### src/design/keyword_token_lexer_assert.svh
// assertion macros for the keyword token lexer
// expects aclk and aresetn in the scope where they are used
`ifndef KEYWORD_TOKEN_LEXER_ASSERT_SVH
`define KEYWORD_TOKEN_LEXER_ASSERT_SVH

// same-cycle implication, off while in reset
`define KLEX_ASSERT_IMP(lbl, ante, cons) \
    lbl: assert property (@(posedge aclk) disable iff (!aresetn) (ante) |-> (cons)) \
        else $error("lexer check failed");

// next-cycle implication, off while in reset
`define KLEX_ASSERT_NXT(lbl, ante, cons) \
    lbl: assert property (@(posedge aclk) disable iff (!aresetn) (ante) |=> (cons)) \
        else $error("lexer check failed");

// condition that must hold in the cycle after reset is applied
`define KLEX_ASSERT_RST(lbl, cons) \
    lbl: assert property (@(posedge aclk) !aresetn |=> (cons)) \
        else $error("lexer reset check failed");

`endif

### src/design/klex_pkg.sv
// shared types, token kind codes and keyword tables for the keyword token lexer
// no dependencies
`timescale 1ns / 1ps

package klex_pkg;

    localparam logic [4:0] KIND_VAR       = 5'd0;
    localparam logic [4:0] KIND_IDENT     = 5'd1;
    localparam logic [4:0] KIND_SEMI      = 5'd2;
    localparam logic [4:0] KIND_START     = 5'd3;
    localparam logic [4:0] KIND_END       = 5'd4;
    localparam logic [4:0] KIND_PRINT     = 5'd5;
    localparam logic [4:0] KIND_LPAREN    = 5'd6;
    localparam logic [4:0] KIND_RPAREN    = 5'd7;
    localparam logic [4:0] KIND_READ      = 5'd8;
    localparam logic [4:0] KIND_IF        = 5'd9;
    localparam logic [4:0] KIND_LBRACE    = 5'd10;
    localparam logic [4:0] KIND_RBRACE    = 5'd11;
    localparam logic [4:0] KIND_ITERATION = 5'd12;
    localparam logic [4:0] KIND_PUT       = 5'd13;
    localparam logic [4:0] KIND_EQ        = 5'd14;
    localparam logic [4:0] KIND_LT        = 5'd15;
    localparam logic [4:0] KIND_GT        = 5'd16;
    localparam logic [4:0] KIND_EQEQ      = 5'd17;
    localparam logic [4:0] KIND_PLUS      = 5'd18;
    localparam logic [4:0] KIND_MINUS     = 5'd19;
    localparam logic [4:0] KIND_TIMES     = 5'd20;
    localparam logic [4:0] KIND_INT       = 5'd21;
    localparam logic [4:0] KIND_EOF       = 5'd22;
    localparam logic [4:0] KIND_ERR       = 5'd23;

    localparam int NUM_KW     = 8;
    localparam int KW_MAXLEN  = 9;
    localparam int QDEPTH     = 3;

    typedef struct packed {
        logic       last;
        logic [7:0] length;
        logic [15:0] start;
        logic [4:0] kind;
    } token_t;

    function automatic logic is_letter(input logic [7:0] c);
        return ((c >= "A") && (c <= "Z")) || ((c >= "a") && (c <= "z"));
    endfunction

    function automatic logic is_digit(input logic [7:0] c);
        return (c >= "0") && (c <= "9");
    endfunction

    function automatic logic is_space(input logic [7:0] c);
        return (c == " ") || ((c >= 8'd9) && (c <= 8'd13));
    endfunction

    // keyword text, left justified in nine bytes
    function automatic logic [8*KW_MAXLEN-1:0] kw_str(input logic [2:0] k);
        logic [8*KW_MAXLEN-1:0] s;
        unique case (k)
            3'd0: s = {"Var", 48'h0};
            3'd1: s = {"Start", 32'h0};
            3'd2: s = {"End", 48'h0};
            3'd3: s = {"Print", 32'h0};
            3'd4: s = {"Read", 40'h0};
            3'd5: s = {"If", 56'h0};
            3'd6: s = "Iteration";
            3'd7: s = {"Put", 48'h0};
        endcase
        return s;
    endfunction

    function automatic logic [7:0] kw_len(input logic [2:0] k);
        logic [7:0] n;
        unique case (k)
            3'd0: n = 8'd3;
            3'd1: n = 8'd5;
            3'd2: n = 8'd3;
            3'd3: n = 8'd5;
            3'd4: n = 8'd4;
            3'd5: n = 8'd2;
            3'd6: n = 8'd9;
            3'd7: n = 8'd3;
        endcase
        return n;
    endfunction

    function automatic logic [4:0] kw_kind(input logic [2:0] k);
        logic [4:0] n;
        unique case (k)
            3'd0: n = KIND_VAR;
            3'd1: n = KIND_START;
            3'd2: n = KIND_END;
            3'd3: n = KIND_PRINT;
            3'd4: n = KIND_READ;
            3'd5: n = KIND_IF;
            3'd6: n = KIND_ITERATION;
            3'd7: n = KIND_PUT;
        endcase
        return n;
    endfunction

    function automatic logic [7:0] kw_char(input logic [2:0] k, input logic [7:0] idx);
        logic [8*KW_MAXLEN-1:0] s;
        logic [7:0] ch;
        s  = kw_str(k);
        ch = 8'h00;
        for (int i = 0; i < KW_MAXLEN; i++) begin
            if (idx == 8'(i)) begin
                ch = s[8*(KW_MAXLEN-i)-1 -: 8];
            end
        end
        return ch;
    endfunction

    // keep the candidates whose character at offset idx is c
    function automatic logic [NUM_KW-1:0] narrow(input logic [NUM_KW-1:0] cand,
                                                 input logic [7:0] idx,
                                                 input logic [7:0] c);
        logic [NUM_KW-1:0] m;
        for (int k = 0; k < NUM_KW; k++) begin
            m[k] = cand[k] && (idx < kw_len(3'(k))) && (kw_char(3'(k), idx) == c);
        end
        return m;
    endfunction

    // lowest candidate whose length matches, else identifier
    function automatic logic [4:0] ident_kind(input logic [NUM_KW-1:0] cand,
                                              input logic [7:0] len);
        logic [4:0] kind;
        kind = KIND_IDENT;
        for (int k = NUM_KW - 1; k >= 0; k--) begin
            if (cand[k] && (kw_len(3'(k)) == len)) begin
                kind = kw_kind(3'(k));
            end
        end
        return kind;
    endfunction

    function automatic logic [4:0] punct_kind(input logic [7:0] c);
        logic [4:0] kind;
        unique case (c)
            ";":     kind = KIND_SEMI;
            "(":     kind = KIND_LPAREN;
            ")":     kind = KIND_RPAREN;
            "{":     kind = KIND_LBRACE;
            "}":     kind = KIND_RBRACE;
            "<":     kind = KIND_LT;
            ">":     kind = KIND_GT;
            "+":     kind = KIND_PLUS;
            "-":     kind = KIND_MINUS;
            "*":     kind = KIND_TIMES;
            default: kind = KIND_ERR;
        endcase
        return kind;
    endfunction

endpackage

### src/design/klex_scan.sv
// scanner state and per-byte token decode, up to two tokens per byte
// depends on klex_pkg
`timescale 1ns / 1ps

module klex_scan
    import klex_pkg::*;
#(
    parameter int MAX_TOKEN_LEN = 255,
    parameter int INPUT_SPAN    = 65536
) (
    input  logic        aclk,
    input  logic        aresetn,
    input  logic        proc,
    input  logic [7:0]  char_code,
    output token_t      tok0,
    output token_t      tok1,
    output logic [1:0]  push_n
);

    localparam int PW = $clog2(INPUT_SPAN);
    localparam logic [7:0] LEN_CAP = 8'((MAX_TOKEN_LEN > 255) ? 255 : MAX_TOKEN_LEN);
    localparam logic [PW-1:0] POS_LAST = PW'(INPUT_SPAN - 1);

    localparam logic [1:0] MODE_IDLE  = 2'd0;
    localparam logic [1:0] MODE_IDENT = 2'd1;
    localparam logic [1:0] MODE_INT   = 2'd2;
    localparam logic [1:0] MODE_EQ    = 2'd3;

    logic [1:0]        mode_reg, mode_next;
    logic [NUM_KW-1:0] cand_reg, cand_next;
    logic [7:0]        len_reg, len_next;
    logic [PW-1:0]     start_reg, start_next;
    logic [PW-1:0]     pos_reg, pos_next;

    token_t run_tok, byte_tok;
    logic   run_v, byte_v, pass;

    always_comb begin
        mode_next  = mode_reg;
        cand_next  = cand_reg;
        len_next   = len_reg;
        start_next = start_reg;
        pos_next   = pos_reg;
        run_tok    = '0;
        byte_tok   = '0;
        run_v      = 1'b0;
        byte_v     = 1'b0;
        pass       = 1'b1;
        if (proc) begin
            run_tok.start = 16'(start_reg);
            run_tok.length = len_reg;
            unique case (mode_reg)
                MODE_IDLE: begin
                end
                MODE_IDENT: begin
                    if (is_letter(char_code) || is_digit(char_code)) begin
                        if (len_reg < LEN_CAP) begin
                            cand_next = narrow(cand_reg, len_reg, char_code);
                            len_next  = len_reg + 8'd1;
                        end else begin
                            cand_next = '0;
                        end
                        pass = 1'b0;
                    end else begin
                        run_v = 1'b1;
                        run_tok.kind = (len_reg >= LEN_CAP) ? KIND_IDENT
                                                           : ident_kind(cand_reg, len_reg);
                    end
                end
                MODE_INT: begin
                    if (is_digit(char_code)) begin
                        if (len_reg < LEN_CAP) begin
                            len_next = len_reg + 8'd1;
                        end
                        pass = 1'b0;
                    end else begin
                        run_v = 1'b1;
                        run_tok.kind = KIND_INT;
                    end
                end
                MODE_EQ: begin
                    run_v = 1'b1;
                    if (char_code == "=") begin
                        run_tok.kind   = KIND_EQEQ;
                        run_tok.length = 8'd2;
                        pass = 1'b0;
                    end else begin
                        run_tok.kind   = KIND_EQ;
                        run_tok.length = 8'd1;
                    end
                end
            endcase

            // end of run or pending equals: back to idle
            if (run_v) begin
                mode_next  = MODE_IDLE;
                cand_next  = '0;
                len_next   = 8'd0;
                start_next = '0;
            end

            if (pass) begin
                byte_tok.start  = 16'(pos_reg);
                byte_tok.length = 8'd1;
                priority if (is_space(char_code)) begin
                end else if (is_letter(char_code)) begin
                    mode_next  = MODE_IDENT;
                    start_next = pos_reg;
                    cand_next  = narrow('1, 8'd0, char_code);
                    len_next   = 8'd1;
                end else if (is_digit(char_code)) begin
                    mode_next  = MODE_INT;
                    start_next = pos_reg;
                    cand_next  = '0;
                    len_next   = 8'd1;
                end else if (char_code == "=") begin
                    mode_next  = MODE_EQ;
                    start_next = pos_reg;
                    cand_next  = '0;
                    len_next   = 8'd1;
                end else if (char_code == 8'h00) begin
                    byte_v          = 1'b1;
                    byte_tok.kind   = KIND_EOF;
                    byte_tok.length = 8'd0;
                end else begin
                    byte_v        = 1'b1;
                    byte_tok.kind = punct_kind(char_code);
                end
            end

            if ((char_code == 8'h00) || (pos_reg == POS_LAST)) begin
                pos_next = '0;
            end else begin
                pos_next = pos_reg + PW'(1);
            end
        end
    end

    always_comb begin
        push_n = 2'(run_v) + 2'(byte_v);
        tok0 = run_v ? run_tok : byte_tok;
        tok0.last = !(run_v && byte_v);
        tok1 = byte_tok;
        tok1.last = 1'b1;
    end

    always_ff @(posedge aclk) begin
        if (!aresetn) begin
            mode_reg  <= MODE_IDLE;
            cand_reg  <= '0;
            len_reg   <= 8'd0;
            start_reg <= '0;
            pos_reg   <= '0;
        end else begin
            mode_reg  <= mode_next;
            cand_reg  <= cand_next;
            len_reg   <= len_next;
            start_reg <= start_next;
            pos_reg   <= pos_next;
        end
    end

endmodule

### src/design/klex_outq.sv
// three-entry result queue, takes up to two tokens per cycle, presents one
// depends on klex_pkg
`timescale 1ns / 1ps

module klex_outq
    import klex_pkg::*;
(
    input  logic       aclk,
    input  logic       aresetn,
    input  logic [1:0] push_n,
    input  token_t     tok0,
    input  token_t     tok1,
    output logic       room,
    output logic       m_tvalid,
    input  logic       m_tready,
    output token_t     m_tok
);

    token_t     slot_reg [QDEPTH];
    token_t     slot_next [QDEPTH];
    token_t     shifted [QDEPTH];
    logic [1:0] cnt_reg, cnt_next, cnt_ap;
    logic       pop;

    assign pop      = (cnt_reg != 2'd0) && m_tready;
    assign m_tvalid = (cnt_reg != 2'd0);
    assign m_tok    = slot_reg[0];
    // room for two more regardless of what leaves this cycle
    assign room     = (cnt_reg <= 2'd1);

    always_comb begin
        for (int i = 0; i < QDEPTH - 1; i++) begin
            shifted[i] = pop ? slot_reg[i + 1] : slot_reg[i];
        end
        shifted[QDEPTH - 1] = slot_reg[QDEPTH - 1];
        cnt_ap = cnt_reg - 2'(pop);
        for (int i = 0; i < QDEPTH; i++) begin
            slot_next[i] = shifted[i];
            if ((push_n != 2'd0) && (cnt_ap == 2'(i))) begin
                slot_next[i] = tok0;
            end else if ((push_n == 2'd2) && ((cnt_ap + 2'd1) == 2'(i))) begin
                slot_next[i] = tok1;
            end
        end
        cnt_next = cnt_ap + push_n;
    end

    always_ff @(posedge aclk) begin
        for (int i = 0; i < QDEPTH; i++) begin
            slot_reg[i] <= slot_next[i];
        end
    end

    always_ff @(posedge aclk) begin
        if (!aresetn) begin
            cnt_reg <= 2'd0;
        end else begin
            cnt_reg <= cnt_next;
        end
    end

endmodule

### src/design/keyword_token_lexer.sv
// data path: an accepted byte is held in in_byte_reg, decoded, and its tokens registered in
// the output queue; the first token is offered on the master side, the second once it is taken
// throughput: one byte per cycle while each byte gives at most one token and the master
// side does not stall; a byte that gives two tokens holds the slave side until one is taken
// reset: synchronous active-low aresetn clears scanner state, position and queue
// top level of the keyword token lexer; depends on klex_pkg, klex_scan, klex_outq
`timescale 1ns / 1ps

module keyword_token_lexer
    import klex_pkg::*;
#(
    parameter int MAX_TOKEN_LEN = 255,
    parameter int INPUT_SPAN    = 65536
) (
    input  logic        aclk,
    input  logic        aresetn,
    input  logic        s_tvalid,
    output logic        s_tready,
    input  logic [7:0]  s_tdata,   // [7:0] char_code
    output logic        m_tvalid,
    input  logic        m_tready,
    output logic [31:0] m_tdata,   // [4:0] token_kind, [20:5] start_pos, [28:21] token_length
    output logic        m_tlast
);

    localparam logic [7:0] LEN_CAP = 8'((MAX_TOKEN_LEN > 255) ? 255 : MAX_TOKEN_LEN);

    logic       in_valid_reg, in_valid_next;
    logic [7:0] in_byte_reg;
    logic       room, proc;
    logic [1:0] push_n;
    token_t     tok0, tok1, m_tok;

    assign proc     = in_valid_reg && room;
    assign s_tready = !in_valid_reg || room;

    always_comb begin
        in_valid_next = in_valid_reg;
        if (s_tready) begin
            in_valid_next = s_tvalid;
        end
    end

    always_ff @(posedge aclk) begin
        if (s_tvalid && s_tready) begin
            in_byte_reg <= s_tdata;
        end
    end

    always_ff @(posedge aclk) begin
        if (!aresetn) begin
            in_valid_reg <= 1'b0;
        end else begin
            in_valid_reg <= in_valid_next;
        end
    end

    klex_scan #(
        .MAX_TOKEN_LEN(MAX_TOKEN_LEN),
        .INPUT_SPAN   (INPUT_SPAN)
    ) u_scan (
        .aclk     (aclk),
        .aresetn  (aresetn),
        .proc     (proc),
        .char_code(in_byte_reg),
        .tok0     (tok0),
        .tok1     (tok1),
        .push_n   (push_n)
    );

    klex_outq u_outq (
        .aclk    (aclk),
        .aresetn (aresetn),
        .push_n  (push_n),
        .tok0    (tok0),
        .tok1    (tok1),
        .room    (room),
        .m_tvalid(m_tvalid),
        .m_tready(m_tready),
        .m_tok   (m_tok)
    );

    assign m_tdata = {3'b000, m_tok.length, m_tok.start, m_tok.kind};
    assign m_tlast = m_tok.last;

    `include "keyword_token_lexer_assert.svh"

    `KLEX_ASSERT_RST(a_reset_empty, !m_tvalid && !in_valid_reg)
    `KLEX_ASSERT_NXT(a_held_byte, in_valid_reg && !room, in_valid_reg && $stable(in_byte_reg))
    `KLEX_ASSERT_IMP(a_eof_len, m_tvalid && (m_tok.kind == KIND_EOF), m_tok.length == 8'd0)
    `KLEX_ASSERT_IMP(a_len_cap, m_tvalid, m_tok.length <= LEN_CAP)
    `KLEX_ASSERT_IMP(a_no_push_idle, !proc, push_n == 2'd0)

endmodule
### config.mk
export PLATFORM = sky130hd
export DESIGN_NAME = keyword_token_lexer
export DESIGN_NICKNAME = d
export VERILOG_FILES = /design/src/design/klex_pkg.sv /design/src/design/klex_scan.sv /design/src/design/klex_outq.sv /design/src/design/keyword_token_lexer.sv
export VERILOG_INCLUDE_DIRS = /design/src /design/src/design
export SDC_FILE = /design/constraint.sdc
export NUM_CORES = 1
export LEC_CHECK = 0
export ABC_AREA = 1
export BUFFER_PORTS_ARGS = -buffer_cell sky130_fd_sc_hd__buf_2
export CORE_AREA = 2 2 189 191
export DETAILED_ROUTE_END_ITERATION = 8
export DIE_AREA = 0 0 191 193
export SKIP_LAST_GASP = 1
export SYNTH_ARGS = -nofsm -noshare
export SYNTH_HDL_FRONTEND = slang
export SYNTH_HIERARCHICAL = 1
export SYNTH_SLANG_ARGS = --single-unit
### constraint.sdc
create_clock -name aclk -period 6.8 [get_ports aclk]
set_clock_uncertainty 0.1 [all_clocks]
set_input_delay 0.34 -clock aclk [delete_from_list [all_inputs] [get_ports aclk]]
set_output_delay 0.34 -clock aclk [all_outputs]
set_load 0.01 [all_outputs]
==> run_results.csv, run 1 <==
group,metric,value,unit
status,outcome,"finished clean",
grt,antenna_found_initial,0,
pwr,power_density,296,mW/mm^2
finish,largest_register_ffs,90,
drt,postRouteAntennaNets,0,
setup_path,required,6.79,ns
logic_synthesis,synth-edff-count,98,
clocking,path_clk_slew,0.06,ns
drt,drtIter0Drc,754,
sta,max_freq,189,MHz
setup_path,regToRegSetupSlack,1.51,ns
clocking,cts.repair.resized,0,
run,max-cap-violations,0,
pwr,ir_worst_vdd,0.197,mV
sta,post-route-min-period,5.29,ns
drt,wl_met2,12100,um
placement,port_buffers,43,
logic_synthesis,synth_area_leaders,"edfxtp_1 (29%), nand2_1 (15%), dfxtp_1 (10%)",
logic_synthesis,synth_top_area_share,28.6,%
setup_path,cp-endpoint,"u_outq/slot_reg[0][21]",
grt,gr-total-overflow,0,
clocking,numCtsBuffers,17,
finish,fin_area,0.0113,mm^2
logic_synthesis,synth-adder-area-share,1.46,%
drt,met1_length,14200,um
die,ios,47,
logic_synthesis,muxShareOfSynthArea,0,%
setup_path,cp-end-kind,"register",
finish,diodes,0,
grt,grt_pass1_vias,8622,
die,core_area,0.0350,mm^2
logic_synthesis,seq_area_frac_synth,39.0,%
logic_synthesis,synth.avg_cell_area,6.94,um^2
sta,hold_viol,0,
clocking,clockBufferDepth,2,
die,die_x,191,um
logic_synthesis,ys_ff_latch,151,
drt,drc_errors,0,
logic_synthesis,synth_top_family_by_area,"simple AND/OR/NAND/NOR gates",
drt,wl_per_cell,14.6,um
drt,firstDrtPassIters,6,
logic_synthesis,ys_types,49,
finish,instances_no_fill,1955,
logic_synthesis,yosys_warnings,6,
sta,slew-limit-headroom,24.4,%
logic_synthesis,synth_compound_area_share,9.14,%
setup_path,cp_max_fo,31,
placement,routabilityCongestion,0.936,
logic_synthesis,yosys.area_share.simple,36.9,%
drt,routed_wl,28600,um
die,placementRows,69,
sta,worst_pin_slew,1.13,ns
logic_synthesis,ys_async_sr_fraction,0,%
grt,grt_start_max_net_pins,62,
setup_path,rr_worst_depth,17,
logic_synthesis,syn-instance-count,1480,
logic_synthesis,yosysTopAreaCell,"edfxtp_1",
grt,grt_use_total,16.0,%
pwr,power.leakage,4.95,nW
clocking,htree_num_levels,4,
clocking,clockRootBuffer,"clkbuf_16",
grt,grt_pass1_wl,46800,um
sta,post-route-period-util,77.8,%
die,die_h,193,um
sta,finalSetupViolations,0,
clocking,cts_setup_buffers,0,
placement,placed_area,0.0107,mm^2
setup_path,reg2reg_from,"in_byte_reg[1]",
placement,dp_hpwl,21800,um
die,die_area,0.0369,mm^2
finish,syn_to_final_growth,10.2,%
placement,dp_cells,1915,
die,initial_core_util,29.4,%
logic_synthesis,netlist_area,0.0103,mm^2
finish,drive_gt1_share,10.5,%
hold_path,hold_class,"in -> reg",
logic_synthesis,synth_ff_type,"edfxtp_1",
setup_path,startpoint_type,"register",
setup_path,setup.worst_path.start,"in_byte_reg[1]",
logic_synthesis,synth-xor-area-share,1.45,%
sta,slew_violations,0,
drt,dr_wl_met3,1720,um
drt,vias_per_cell,4.81,
clocking,cts_tree,"built",
drt,topRoutingLayerUsed,"met4",
clocking,insertion_delay,0.42,ns
finish,nets,1505,
sta,tns,0,ns
setup_path,cp.arrival,5.28,ns
drt,vias,9410,
sta,rsz0062_at_grt,"no",
setup_path,crit_type,"reg -> reg",
setup_path,reg2reg_to,"u_outq/slot_reg[0][21]",
clocking,cts.sinks,151,
[worst min-delay path by stage]
| stage | depth (start not counted) | from | end |
|---|---|---|---|
| floorplan | 2 | u_scan/start_reg[11] | u_scan/start_reg[11] |
| global placement | 2 | u_scan/start_reg[11] | u_scan/start_reg[11] |
| detailed placement | 2 | u_scan/start_reg[9] | u_scan/start_reg[9] |
| CTS | 3 | s_tvalid | in_valid_reg |
| global route | 3 | s_tvalid | in_valid_reg |
| finish | 3 | s_tvalid | in_valid_reg |
[power breakdown]
part / switching [mW] / internal (mW)
logic: 0.831 / 0.308
clock network: 0.393 / 0.505
registers: 0.0711 / 1.25
total: 1.30 / 2.06
[worst max-delay path, cell delays in order (launching register included)]
cell and delay (ns):
edfxtp_1 0.65, nor2_2 0.31, nand2_2 0.12, nand2_1 0.09
nand2_2 0.07, nand2_4 0.11, nand3_4 0.10, nand3_2 0.08
nand2_1 0.43, nor2_2 0.63, ha_1 0.40, inv_1 0.09
nand2_1 0.11, nor2_2 0.10, buf_4 0.33, nand2_1 0.63
nand3_1 0.24, buf_4 0.36
[kinds of logic after synthesis]
| group | count (synthesis) |
|---|---|
| simple gates | 839 |
| buf+inv | 287 |
| compound gates | 171 |
| flops | 151 |
| xor+xnor | 17 |
| fa+ha+maj | 12 |
| other cells | 3 |
[cell usage after synthesis, types with 17 or more instances]
cell type and count:
nand2_1 410, nand4_1 49, a21oi_1 82, nor3_1 27, nor2_1 139, buf_2 46
inv_2 21, xor2_1 17, dfxtp_1 53, inv_1 181, edfxtp_1 98, o21ai_0 42
nand3_1 151
[cells in the final DEF (no fill, tap or decap), drive strengths merged, types with 11 or more instances in the layout]
cell type | synthesis | final
nand4 | 49 | 49
o21ai | 59 | 59
inv | 203 | 207
xor2 | 17 | 17
nor3 | 28 | 28
buf | 69 | 50
a21oi | 85 | 85
ha | 12 | 12
nand3 | 158 | 158
clkbuf | 15 | 18
edfxtp | 98 | 98
dfxtp | 53 | 53
nor2 | 156 | 156
conb | 3 | 11
nand2 | 433 | 433
[metrics by stage]
step,setup slack (ns),hold slack [ns],power [mW],util [%]
after CTS,1.52,0.0674,3.38,32.4
after floorplan,1.87,0.332,2.19,-
after global routing,1.06,0.101,3.59,32.4
after detailed placement,1.55,0.356,2.47,30.6
after global placement,1.66,0.352,2.45,30.6
final,1.51,0.0833,3.36,32.4
[layer usage]
layer,vias to the layer above,global-route usage [%]
met4,0,4.86
met3,26,2.26
met2,309,24.1
met1,4286,23.6
li1,4789,-
met5,-,0
[what timing repair did]
| action | in CTS | in global routing |
|---|---|---|
| endpoints found under the hold margin | 8 | 0 |
| setup endpoints to repair | 0 | 0 |
| hold buffers | 8 | 0 |
[area by class of cell]
cell class	instances	area [um^2]
fill	3798	23600
multi-input combinational	1050	5080
sequential	151	4000
inverter	203	764
tap	461	577
clock buffer	18	429
timing repair buffer	58	348
clock inverter	14	123
No activity file was read; power rests on OpenSTA's default activity.
==> run 2: changes to the inputs <==
==> constraint.sdc (replaced) <==
create_clock -name aclk -period 4.5 [get_ports aclk]
set_clock_uncertainty 0.1 [all_clocks]
set_input_delay 0.225 -clock aclk [delete_from_list [all_inputs] [get_ports aclk]]
set_output_delay 0.225 -clock aclk [all_outputs]
set_load 0.01 [all_outputs]
==> run 2 against run 1 <==
Compared with the run above:
- sequential share of layout area is 0.31 points lower
- core utilization is 0.29 points higher
- register-to-register slack worse by 0.79 ns
- sequential cell count stayed put
- largest cell class unchanged
- largest power group unchanged
- highest routed layer unchanged
==> run_results.csv, run 2 (same netlist as run 1, synthesis figures left out) <==
group,metric,value,unit
finish,final_cell_mix,"nand2_1 (410), inv_1 (181), nand3_1 (151), nor2_1 (139), edfxtp_1 (98)",
die,die_x,191,um
pwr,power.leakage,5.00,nW
setup_path,cp-end-kind,"register",
hold_path,worstHoldEndpoint,"in_valid_reg",
finish,drive_gt1_share,11.0,%
placement,port_buffers,43,
sta,slew-limit-headroom,50.2,%
pwr,power_density,449,mW/mm^2
clocking,clockBufferDepth,2,
sta,fin_hold_ws,0.204,ns
grt,grt_pass1_wl,45100,um
sta,max_freq,265,MHz
sta,tns,0,ns
clocking,cts_setup_buffers,0,
die,die_area,0.0369,mm^2
setup_path,regToRegSetupSlack,0.72,ns
sta,post-route-min-period,3.78,ns
setup_path,crit_chain,"nand2_1 -> o211ai_1 -> nand2_2 -> nand2_4 -> nand3_4 -> nand2_4 -> nand2_2 -> nor3_4 -> ha_1 -> nor2_2 -> nor2_4 -> nand2_2 -> buf_4 -> inv_2 -> nand2_1 -> nand2_1",
clocking,numCtsBuffers,17,
finish,largest_register_ffs,90,
placement,routabilityCongestion,0.958,
finish,syn_to_final_growth,11.2,%
die,placementRows,69,
placement,placed_area,0.0108,mm^2
finish,nets,1516,
finish,final_common_cell,"nand2_1",
setup_path,reg2reg_from,"in_byte_reg[1]",
grt,grt_start_max_net_pins,43,
clocking,cts_tree,"built",
sta,worst_pin_slew,0.741,ns
clocking,clockRootBuffer,"clkbuf_16",
sta,post-route-period-util,84.0,%
setup_path,reg2reg_to,"u_outq/slot_reg[0][10]",
hold_path,hold_start,"aresetn",
setup_path,rr_worst_depth,16,
drt,drtIter0Drc,902,
status,outcome,"finished clean",
grt,grt_pass1_vias,8635,
finish,diodes,0,
setup_path,startpoint_type,"register",
sta,finalSetupViolations,0,
hold_path,hold_class,"in -> reg",
grt,antenna_found_initial,0,
grt,gr-total-overflow,0,
setup_path,crit_type,"reg -> reg",
die,ios,47,
sta,rsz0062_at_grt,"no",
setup_path,crit_slowest_cell,"edfxtp_1",
drt,vias,9337,
setup_path,slowest_delay,0.78,ns
clocking,cts.repair.resized,0,
pwr,ir_worst_vdd,0.301,mV
run,max-cap-violations,0,
drt,drc_errors,0,
clocking,insertion_delay,0.43,ns
die,initial_core_util,29.4,%
clocking,cts_hold_repair.buffers,9,
drt,routed_wl,27700,um
finish,fin_area,0.0114,mm^2
sta,hold_viol,0,
hold_path,hold_path_depth,3,
setup_path,required,4.57,ns
clocking,path_clk_slew,0.07,ns
sta,slew_violations,0,
setup_path,cp_max_fo,31,
clocking,htree_num_levels,4,
pwr,totalPowerFinal,5.13,mW
grt,grt_use_total,15.2,%
die,core_area,0.0350,mm^2
drt,firstDrtPassIters,5,
clocking,cts.sinks,151,
placement,dp_hpwl,21500,um
die,die_h,193,um
drt,vias_per_cell,4.75,
setup_path,cp.arrival,3.85,ns
drt,wl_per_cell,14.1,um
drt,postRouteAntennaNets,0,
-- run 2: metal layers --
| metal | wire length, um | global-route usage, % | vias up |
|---|---|---|---|
| met1 | 13400 | 21.0 | 4192 |
| met4 | 579 | 4.62 | 0 |
| li1 | - | - | 4820 |
| met3 | 1470 | 2.24 | 37 |
| met2 | 12300 | 24.6 | 288 |
| met5 | 0 | 0 | - |
-- run 2: final cells by class --
cell class,count,area [um^2]
multi-input combinational,1050,5080
clock buffer,21,440
tap,461,577
fill,3782,23500
sequential,151,4000
inverter,203,764
clock inverter,11,126
timing repair buffer,69,433
-- run 2: metrics by stage --
stage | instances | worst slack [ns] | utilization, %
3_5_place_dp | 1925 | 0.781 | 30.8
2_1_floorplan | 1488 | 0.499 | -
3_3_place_gp | 1925 | 0.908 | 30.8
5_1_grt | 1966 | 0.416 | 32.7
6_report | 1966 | 0.719 | 32.7
4_1_cts | 1966 | 0.755 | 32.7
-- run 2: worst max path at each step --
stage | slack [ns] | startpoint | end | cells past startpoint
2_1_floorplan | 0.50 | in_byte_reg[2] | u_outq/slot_reg[0][60] | 15
3_3_place_gp | 0.91 | in_byte_reg[1] | u_outq/slot_reg[0][18] | 17
3_5_place_dp | 0.78 | in_byte_reg[1] | u_outq/slot_reg[0][10] | 17
4_1_cts | 0.76 | in_byte_reg[1] | u_outq/slot_reg[0][10] | 17
5_1_grt | 0.42 | in_byte_reg[1] | u_outq/slot_reg[0][23] | 16
6_report | 0.72 | in_byte_reg[1] | u_outq/slot_reg[0][10] | 16
-- run 2: where the power goes --
group	leakage, nW	internal, mW	switching, mW
clock	0.264	0.818	0.591
sequential	1.35	1.89	0.101
combinational	3.38	0.480	1.25
-- run 2: worst max-delay path, delay by kind of cell (launching register included) --
kind,cells,cell delay [ns]
AO/OA/AOI/OAI,1,0.24
AND/OR/NAND/NOR,12,1.44
buffers and inverters,2,0.59
adder cells (fa/ha/maj),1,0.35
flip-flops,1,0.78
